File: src/tfp_pkg.sv
`default_nettype none
package tfp_pkg;

	localparam int DefValueWidth = 32;
	localparam int OutWidth = 32;

	localparam logic [2:0] PH_FIRST   = 3'd0;
	localparam logic [2:0] PH_B256    = 3'd1;
	localparam logic [2:0] PH_LEAD    = 3'd2;
	localparam logic [2:0] PH_DIGITS  = 3'd3;
	localparam logic [2:0] PH_STOPPED = 3'd4;

	localparam logic [7:0] CH_SPACE = 8'h20;
	localparam logic [7:0] CH_TAB   = 8'h09;
	localparam logic [7:0] CH_MINUS = 8'h2d;
	localparam logic [7:0] CH_ZERO  = 8'h30;
	localparam logic [7:0] CH_SEVEN = 8'h37;

	typedef struct packed {
		logic [2:0] phase;
		logic       neg;
	} tfp_ctl_t;

endpackage
`default_nettype wire

File: src/tfp_byte_if.sv
`default_nettype none
interface tfp_byte_if;
	logic       valid;
	logic       ready;
	logic [7:0] field_byte;
	logic       field_last;

	modport source (output valid, output field_byte, output field_last, input ready);
	modport sink (input valid, input field_byte, input field_last, output ready);
endinterface
`default_nettype wire

File: src/tfp_value_if.sv
`default_nettype none
interface tfp_value_if;
	logic               valid;
	logic               ready;
	logic signed [31:0] field_value;

	modport source (output valid, output field_value, input ready);
	modport sink (input valid, input field_value, output ready);
endinterface
`default_nettype wire

File: src/tfp_parse_step.sv
`default_nettype none
module tfp_parse_step
	import tfp_pkg::*;
#(
	parameter int VALUE_WIDTH = DefValueWidth
) (
	input  wire tfp_ctl_t                  ctl,
	input  wire logic signed [VALUE_WIDTH-1:0] acc,
	input  wire logic [7:0]                field_byte,
	input  wire logic                      field_last,
	output tfp_ctl_t                       ctl_nxt,
	output logic signed [VALUE_WIDTH-1:0]  acc_nxt,
	output logic signed [OutWidth-1:0]     value
);

	localparam int W = VALUE_WIDTH;
	localparam int XW = (W > OutWidth) ? W : OutWidth;
	localparam logic signed [W-1:0] VMAX = {1'b0, {(W-1){1'b1}}};
	localparam logic signed [W-1:0] VMIN = {1'b1, {(W-1){1'b0}}};
	localparam logic signed [W-1:0] B_HI = VMAX >>> 8;
	localparam logic signed [W-1:0] B_LO = VMIN >>> 8;
	localparam logic signed [W-1:0] OCT_LIM = VMAX >>> 3;
	localparam logic signed [W-1:0] OCT_LAST = VMAX & W'(7);

	logic [2:0]             ph;
	logic                   n;
	logic signed [W-1:0]    a;
	logic signed [W-1:0]    d;
	logic                   is_digit;
	logic signed [W-1:0]    v;
	logic signed [XW-1:0]   v_x;

	always_comb begin
		ph = ctl.phase;
		n = ctl.neg;
		a = acc;
		d = $signed(W'(field_byte[2:0]));
		is_digit = (field_byte >= CH_ZERO) && (field_byte <= CH_SEVEN);

		case (ctl.phase)
			PH_FIRST: begin
				if (field_byte[7]) begin
					a = W'($signed(field_byte[6:0]));
					ph = PH_B256;
				end else begin
					ph = PH_LEAD;
				end
			end
			PH_B256: begin
				if (a > B_HI) begin
					a = VMAX;
					ph = PH_STOPPED;
				end else if (a < B_LO) begin
					a = VMIN;
					ph = PH_STOPPED;
				end else begin
					a = $signed({a[W-9:0], field_byte});
				end
			end
			default: ;
		endcase

		// an octal field's first byte falls through into the lead-in handling
		if (ph == PH_LEAD) begin
			if (field_byte == CH_SPACE || field_byte == CH_TAB) begin
				ph = PH_LEAD;
			end else if (field_byte == CH_MINUS && !n) begin
				n = 1'b1;
				ph = PH_DIGITS;
			end else if (!is_digit) begin
				ph = PH_STOPPED;
			end else if (a > OCT_LIM || (a == OCT_LIM && d > OCT_LAST)) begin
				a = VMAX;
				ph = PH_STOPPED;
			end else begin
				a = $signed({a[W-4:0], 3'b000}) + d;
				ph = PH_DIGITS;
			end
		end else if (ph == PH_DIGITS) begin
			if (!is_digit) begin
				ph = PH_STOPPED;
			end else if (a > OCT_LIM || (a == OCT_LIM && d > OCT_LAST)) begin
				a = VMAX;
				ph = PH_STOPPED;
			end else begin
				a = $signed({a[W-4:0], 3'b000}) + d;
			end
		end

		v = n ? -a : a;
		v_x = XW'(v);
		value = $signed(v_x[OutWidth-1:0]);

		if (field_last) begin
			ctl_nxt.phase = PH_FIRST;
			ctl_nxt.neg = 1'b0;
			acc_nxt = '0;
		end else begin
			ctl_nxt.phase = ph;
			ctl_nxt.neg = n;
			acc_nxt = a;
		end
	end

endmodule
`default_nettype wire

File: src/tfp_result_reg.sv
`default_nettype none
module tfp_result_reg
	import tfp_pkg::*;
(
	input  wire logic                      clk,
	input  wire logic                      arst_n,
	input  wire logic                      load,
	input  wire logic signed [OutWidth-1:0] value,
	output logic                           free,
	tfp_value_if.source                    value_ch
);

	logic                      valid_q;
	logic signed [OutWidth-1:0] value_q;

	assign free = !valid_q || value_ch.ready;

	always_ff @(posedge clk or negedge arst_n) begin
		if (!arst_n) begin
			valid_q <= 1'b0;
		end else if (free) begin
			valid_q <= load;
		end
	end

	always_ff @(posedge clk) begin
		if (free && load) begin
			value_q <= value;
		end
	end

	assign value_ch.valid = valid_q;
	assign value_ch.field_value = value_q;

endmodule
`default_nettype wire

File: src/tar_numeric_field_parser_unit.sv
// A field's last byte is held in the input stage, then its value is registered in the result register.
// Throughput: one byte per cycle, sustained; the input stage holds a last byte
// only while the result register is still occupied and stalled.
// Reset (arst_n, asynchronous, active low): empties input stage and result
// register and returns the parser to expecting a field's first byte.
`default_nettype none
module tar_numeric_field_parser_unit
	import tfp_pkg::*;
#(
	parameter int VALUE_WIDTH = DefValueWidth
) (
	input  wire logic   clk,
	input  wire logic   arst_n,
	tfp_byte_if.sink    byte_ch,
	tfp_value_if.source value_ch
);

	logic                         valid_s1;
	logic [7:0]                   byte_s1;
	logic                         last_s1;
	tfp_ctl_t                     ctl_q;
	logic signed [VALUE_WIDTH-1:0] acc_q;

	tfp_ctl_t                     ctl_nxt;
	logic signed [VALUE_WIDTH-1:0] acc_nxt;
	logic signed [OutWidth-1:0]   value;
	logic                         out_free;
	logic                         adv;

	// a last byte may only move on once the result slot is free
	assign adv = !last_s1 || out_free;
	assign byte_ch.ready = !valid_s1 || adv;

	always_ff @(posedge clk or negedge arst_n) begin
		if (!arst_n) begin
			valid_s1 <= 1'b0;
			last_s1 <= 1'b0;
		end else if (byte_ch.ready) begin
			valid_s1 <= byte_ch.valid;
			last_s1 <= byte_ch.valid && byte_ch.field_last;
		end
	end

	always_ff @(posedge clk) begin
		if (byte_ch.ready && byte_ch.valid) begin
			byte_s1 <= byte_ch.field_byte;
		end
	end

	always_ff @(posedge clk or negedge arst_n) begin
		if (!arst_n) begin
			ctl_q.phase <= PH_FIRST;
			ctl_q.neg <= 1'b0;
			acc_q <= '0;
		end else if (valid_s1 && adv) begin
			ctl_q <= ctl_nxt;
			acc_q <= acc_nxt;
		end
	end

	tfp_parse_step #(
		.VALUE_WIDTH(VALUE_WIDTH)
	) u_step (
		.ctl(ctl_q),
		.acc(acc_q),
		.field_byte(byte_s1),
		.field_last(last_s1),
		.ctl_nxt(ctl_nxt),
		.acc_nxt(acc_nxt),
		.value(value)
	);

	tfp_result_reg u_res (
		.clk(clk),
		.arst_n(arst_n),
		.load(valid_s1 && last_s1),
		.value(value),
		.free(out_free),
		.value_ch(value_ch)
	);

endmodule
`default_nettype wire

File: src/flat_wrapper.sv
// flat-port wrapper written by rule: the top's interface ports become plain ports
module tar_numeric_field_parser_unit_flat import tfp_pkg::*;
#(
	parameter int VALUE_WIDTH = DefValueWidth
)
  (clk, arst_n, byte_ch_valid, byte_ch_field_byte, byte_ch_field_last, byte_ch_ready, value_ch_valid, value_ch_field_value, value_ch_ready);
  tfp_byte_if byte_ch_i ();
  tfp_value_if value_ch_i ();
  input  wire logic clk;
  input  wire logic arst_n;
  input wire logic [$bits(byte_ch_i.valid)-1:0] byte_ch_valid;
  input wire logic [$bits(byte_ch_i.field_byte)-1:0] byte_ch_field_byte;
  input wire logic [$bits(byte_ch_i.field_last)-1:0] byte_ch_field_last;
  output wire logic [$bits(byte_ch_i.ready)-1:0] byte_ch_ready;
  output wire logic [$bits(value_ch_i.valid)-1:0] value_ch_valid;
  output wire logic [$bits(value_ch_i.field_value)-1:0] value_ch_field_value;
  input wire logic [$bits(value_ch_i.ready)-1:0] value_ch_ready;
  assign byte_ch_i.valid = byte_ch_valid;
  assign byte_ch_i.field_byte = byte_ch_field_byte;
  assign byte_ch_i.field_last = byte_ch_field_last;
  assign byte_ch_ready = byte_ch_i.ready;
  assign value_ch_valid = value_ch_i.valid;
  assign value_ch_field_value = value_ch_i.field_value;
  assign value_ch_i.ready = value_ch_ready;
  tar_numeric_field_parser_unit #(.VALUE_WIDTH(VALUE_WIDTH)) u_core (.clk(clk), .arst_n(arst_n), .byte_ch(byte_ch_i), .value_ch(value_ch_i));
endmodule
File: config.mk
export PLATFORM = sky130hd
export DESIGN_NAME = tar_numeric_field_parser_unit_flat
export DESIGN_NICKNAME = d
export VERILOG_FILES = /design/src/tfp_pkg.sv /design/src/tfp_byte_if.sv /design/src/tfp_value_if.sv /design/src/tfp_parse_step.sv /design/src/tfp_result_reg.sv /design/src/tar_numeric_field_parser_unit.sv /design/src/flat_wrapper.sv
export SDC_FILE = /design/constraint.sdc
export NUM_CORES = 1
export LEC_CHECK = 0
export BUFFER_PORTS_ARGS = -buffer_cell sky130_fd_sc_hd__buf_2
export CAP_MARGIN = 20
export CORE_UTILIZATION = 52
export DETAILED_ROUTE_END_ITERATION = 10
export HOLD_SLACK_MARGIN = 0.08
export PLACE_DENSITY = 0.74
export SLEW_MARGIN = 20
export SYNTH_ARGS = -nofsm -noshare
export SYNTH_HDL_FRONTEND = slang
export SYNTH_HIERARCHICAL = 1
export SYNTH_SLANG_ARGS = --single-unit
File: constraint.sdc
create_clock -name clk -period 8.5 [get_ports clk]
set_input_delay 1.7 -clock clk [delete_from_list [all_inputs] [get_ports clk]]
set_output_delay 1.7 -clock clk [all_outputs]
set_load 0.1 [all_outputs]
After elaboration in Yosys (flattened, before gate mapping). Index checks and enable logic that the tools add are counted.

Register bits: 79. Input bits: 13. Word-level logic and storage cells: 65.

Add/sub/neg operators: 2. $lt $le $gt $ge: 5. Equal/unequal tests: 6. Mux-type cells: 28. Reduce and logical (&&, ||, !) cells: 16.

Operators with widths (number): 32-bit two-way mux (11); 32-bit case mux with 2 select lines (1); 32-bit by 4-bit adder with 32-bit output (1); 32-bit by 24-bit greater-than comparator with 1-bit output (second input constant) (1); 32-bit by 29-bit greater-than comparator with 1-bit output (second input constant) (1); 32-bit by 24-bit < comparator with 1-bit output (second input constant) (1); 32-bit negation (1); 3-bit two-way mux (10); 8-bit by 6-bit == test with 1-bit output (second input constant) (2); 8-bit by 4-bit == test with 1-bit output (second input constant) (1); 8-bit by 6-bit >= comparator with 1-bit output (second input constant) (1); 8-bit by 6-bit <= comparator with 1-bit output (second input constant) (1); 1-bit logical AND (7); 3-bit by 2-bit == test with 1-bit output (second input constant) (2); 3-bit case mux with 2 select lines (1); 1-bit logical NOT (4); 1-bit logical OR (4); 4-bit two-way mux (1); 3-bit by 1-bit == test with 1-bit output (second input constant) (1); 3-bit logical NOT (1); 1-bit two-way mux (3); 2-bit two-way mux (1).

Depth between registers and ports, before layout.
Depth in word-level cells: 12. Gate-level depth with buffers: 16. Depth with buffers taken out: 13.

Hierarchy. The synthesis kept the hierarchy.

By module, submodules not included: tfp_parse_step (instances 1, cells an instance 454, area each 2681.3 µm²); tar_numeric_field_parser_unit (instances 1, cells an instance 93, area each 1695.4 µm²); tfp_result_reg (instances 1, cells an instance 36, area each 1014.7 µm²).

Worst setup path before layout. Ideal clock, no wire load.

Path type: input port to output port. Start: in value_ch_ready. End: out byte_ch_ready. Data arrival time: 2.734 ns. Required time: 6.800 ns. Setup slack: 4.066 ns. Stages on the path: 2. Buffers on the path: 0. Cells stage by stage: nand2b_4 -> nand3b_1.

Word-level cells in the longest chain between the ends: 3.

RTL lines: start, declared (RTL line flat_wrapper.sv:17) `input wire logic [$bits(value_ch_i.ready)-1:0] value_ch_ready;`; 1-bit logical OR (RTL line tfp_result_reg.sv:16) `assign free = !valid_q || value_ch.ready;`; 1-bit logical OR (RTL line tar_numeric_field_parser_unit.sv:31) `assign adv = !last_s1 || out_free;`; 1-bit logical OR (RTL line tar_numeric_field_parser_unit.sv:32) `assign byte_ch.ready = !valid_s1 || adv;`; end, declared (RTL line flat_wrapper.sv:14) `output wire logic [$bits(byte_ch_i.ready)-1:0] byte_ch_ready;`.

Every way passes these cells.

Worst setup path in the final report.
Start: reg u_core/ctl_q[3] (netlist bit). End: reg u_core.u_res.value_q[22] (netlist: u_core/u_res/value_ch.field_value[22]) (data pin).

Word-level cells in the longest chain between the ends: 10. Elaborated cells on any way between the ends: 19.

RTL lines: start, declared (RTL line tar_numeric_field_parser_unit.sv:21) `tfp_ctl_t ctl_q;`; start signal, assigned (RTL line tar_numeric_field_parser_unit.sv:56) `ctl_q <= ctl_nxt;`; 3-bit by 1-bit == test with 1-bit output or 3-bit logical NOT (tied branches) (RTL line tfp_parse_step.sv:40) `case (ctl.phase)`; 32-bit case mux with 2 select lines (RTL line tfp_parse_step.sv:40); 32-bit by 4-bit adder with 32-bit output or 32-bit by 29-bit greater-than comparator with 1-bit output (tied branches); 32-bit two-way mux (RTL line tfp_parse_step.sv:72, tfp_parse_step.sv:82); 32-bit two-way mux (RTL line tfp_parse_step.sv:70, tfp_parse_step.sv:80); 32-bit two-way mux (RTL line tfp_parse_step.sv:67) `end else if (field_byte == CH_MINUS && !n) begin`; 32-bit two-way mux (RTL line tfp_parse_step.sv:65) `if (field_byte == CH_SPACE || field_byte == CH_TAB) begin`; 32-bit two-way mux (RTL line tfp_parse_step.sv:64) `if (ph == PH_LEAD) begin`; 32-bit negation (RTL line tfp_parse_step.sv:90) `v = n ? -a : a;`; 32-bit two-way mux (*) (RTL line tfp_parse_step.sv:90); net u_core.value[22] (RTL line tar_numeric_field_parser_unit.sv:26) `logic signed [OutWidth-1:0] value;`; end signal, assigned (RTL line tfp_result_reg.sv:28) `value_q <= value;`; end, declared (RTL line tfp_result_reg.sv:14) `logic signed [OutWidth-1:0] value_q;`.

The timed path passes the listed nets; every way through them passes the cells marked *. A chain may end at the register's enable or synchronous reset.

==> metrics.txt <==
Main synth FF type=edfxtp_1; fraction of layout cells with a size suffix above 1=0.2036; WP data arrival=4.94 ns; Power Density=389.7 mW/mm^2; vias per cell=6.606; Nets=628; H-tree depth=3; Final WS setup=3.678 ns; critical path's largest stage delay=0.66 ns; CTS Buffer Depth=2; critical-path cell list=or3b_1, nor3_1, a2111o_1, or4_1, nor2b_1, inv_1, ha_1, inv_1, a211oi_1, nand4_1, nor2b_1, a41oi_1, xnor2_1; Total Neg Setup Slack=0 ns; max-slew violation count=0; clk slew on worst S/H paths=0.08 ns; Finish-stage setup viols=0; part of the power in combinational logic=0.593; Post-Synth Simple-Gate Area=0.2049; Compound-Gate Fraction of Synth Area=0.2161; crit path time final=4.822 ns; syn_area_per_cell=9.248 um^2; final instance area=0.005896 mm^2; Routed WL=16.51 mm; clock tree root driver cell=clkbuf_8; max frequency=207.4 MHz; multiplexer share of the synthesized area=0.07890; Num CTS Buffers=9; M3 GR Usage=0.06482; Tot GR Track Use=0.3185; P&R area growth vs syn=9.352%; Worst Hold Class=flip-flop to flip-flop; area of the mapped netlist=0.005391 mm^2; routability congestion estimate=0.9626; Synth Area in XOR/XNOR=0.04874; most common cell in the netlist=nor2_1; worst slack, placed=3.773 ns; Die H=103.8 um; Post-Syn Instances=583; placement row count=36; Clock Power Share=0.111; DRC=0; chip width=103.8 um; final worst-path cycle share=0.5673; Worst Setup End Kind=flip-flop; Synth top area share=0.2228; Distinct cells, synth=77; MaxCap Viol Count=0; Initial DRC Count=362; Post-CTS Resized=0; first-pass iteration count of the detailed router=5; asr flop ratio synth=0.4937; worst path required time=8.62 ns; first-pass GRT wire length=26.44 mm; initial antenna violation count=0; Port Buffers=46; #FFs+latches synth=79; crit-path max FO=19; Synth area leaders=edfxtp_1 22%, dfrtp_1 18%, mux2_2 7.1%; Post-Synth Adder-Cell Area=0.002321; worst-margin pin slew=0.9985 ns; sw power=0.001172 W; CP startpoint kind=flip-flop; Seq pwr share=0.296; CP bufs+invs=2; DP HPWL=11.57 mm; cts-stage hold buffer count=0; Pwr Total=0.002298 W; met1 Use GR=0.4402; largest family of logic cells by synthesized area=compound AO/OA/AOI/OAI gates; cell family with most CP delay=simple AND/OR/NAND/NOR gates; top cells by count, synth=81 x nor2_1, 40 x edfxtp_1, 39 x dfrtp_1, 37 x a21oi_1, 34 x mux2_2; IR drop worst, VDD=0.1869 mV; largest net degree at the start of global routing=40; Worst Skew=0.009211 ns; status=finished, final reports clean; Final ANT Viol Nets=0; switching share of power=0.5099; final hold vios=0; syn_nets=597; GRT overflow=0; Initial Utilization=0.5441; via count=4,968; Seq/Total Area, Yosys=0.4038; Inserted Diodes=0; DIE AREA=0.01078 mm^2; core area=0.009910 mm^2; Leak=2.296 nW; WL/cell=21.95 um; cell taking the most area after synthesis=edfxtp_1; Placement Cell Area=0.005712 mm^2; Clock Sinks=79; # IOs=47; EDFF count, synth=40; met2 usage=0.4795; Clock Latency Late Sink=0.37 ns; postcts setup bufs=0; Worst slew margin=0.3343; Int Power=0.001126 W; Worst path slowest cell=or3b_1; critical path class=flip-flop to flip-flop; most used routing layer=met2; CTS tree=yes; RSZ-0062 raised after global routing=false; vias in the first global route=4,789; Synth Warn #=6
-- power by group through the flow --
stage	Sequential (W)	Clock, W	Combinational (W)
floorplan	0.000744	0	0.000907
global placement	0.000678	0	0.00130
detailed placement	0.000680	0	0.00131
CTS	0.000675	0.000264	0.00132
global route	0.000694	0.000278	0.00146
finish	0.000680	0.000255	0.00136
-- placed cells by master, fill, tap and decap left out, types with 4 or more instances in the layout --
master and n:
o21a_1 4, mux2_2 34, nor4_1 5, clkbuf_8 10, inv_1 13, a41oi_1 6
o211ai_1 9, buf_4 11, nand3_1 10, o22ai_1 13, nor3_1 22, o21ai_1 5
buf_2 46, nand2_1 29, nor2b_1 5, nand2b_1 4, nand4_1 6, and3_1 8
a31oi_1 18, o221ai_1 5, edfxtp_1 40, dfrtp_1 39, a21oi_1 37, or3_1 4
o21ai_0 33, or4_1 4, and2_1 7, xnor2_1 28, a211oi_1 6, nor2_1 80
-- worst reg2reg max path, stage by stage (launching register included) --
cell      delay, ns
dfrtp_1        0.64
or3b_1         0.66
nor3_1         0.24
a2111o_1       0.60
or4_1          0.52
nor2b_1        0.16
inv_1          0.10
ha_1           0.26
inv_1          0.06
a211oi_1       0.29
nand4_1        0.18
nor2b_1        0.47
a41oi_1        0.24
xnor2_1        0.18
-- state kept, by name, indices dropped and copies added, names as in the netlist --
name / flops
u_core/acc_q: 32
u_core/u_res/value_ch.field_value: 32
u_core/byte_s1: 8
u_core/ctl_q: 4
u_core/last_s1: 1
u_core/u_res/value_ch.valid: 1
u_core/valid_s1: 1
-- path summary, 6_finish.rpt --
kind | startpoint | to | slack (ns) | cells past startpoint
setup / recovery | u_core/ctl_q[3] | u_core/u_res/value_ch.field_value[22] | 3.68 | 13
max in group asynchronous | arst_n | u_core/last_s1 | 6.42 | 1
min in group asynchronous | arst_n | u_core/acc_q[23] | 1.48 | 1
hold reg to reg | u_core/acc_q[15] | u_core/acc_q[15] | 0.57 | 1
hold / removal | u_core/acc_q[15] | u_core/acc_q[15] | 0.57 | 1
setup reg to reg | u_core/ctl_q[3] | u_core/u_res/value_ch.field_value[22] | 3.68 | 13
-- final cells by class --
| cell class | count | area, um^2 |
|---|---|---|
| tap | 133 | 166.4 |
| clock buffer | 11 | 141.4 |
| multi-input combinational | 452 | 2979 |
| inverter | 13 | 48.80 |
| sequential | 79 | 2177 |
| clock inverter | 5 | 31.28 |
| fill | 886 | 4014 |
| timing repair buffer | 59 | 351.6 |
-- cell families (layout without fill, tap and decap cells) --
group                    Yosys count  in the layout
buffers and inverters             52             88
XOR/XNOR                          30             30
flip-flops                        79             79
multiplexers                      38             38
AND/OR/NAND/NOR                  211            211
adder cells (fa/ha/maj)            1              1
AO/OA/AOI/OAI                    172            172
-- layer usage --
layer	up-vias	wire (um)
li1	2260	-
met5	-	0
met1	2400	7297
met4	0	513
met3	44	1222
met2	264	7473
-- through the flow --
stage / hold WS, ns / std cells / util
2_1_floorplan: 0.4739 / 583 / -
3_3_place_gp: 0.5402 / 734 / 0.5736
3_5_place_dp: 0.5399 / 735 / 0.5764
4_1_cts: 0.5669 / 751 / 0.5938
5_1_grt: 0.5899 / 752 / 0.5949
6_report: 0.5729 / 752 / 0.5949
No activity file was read; power rests on OpenSTA's default activity.
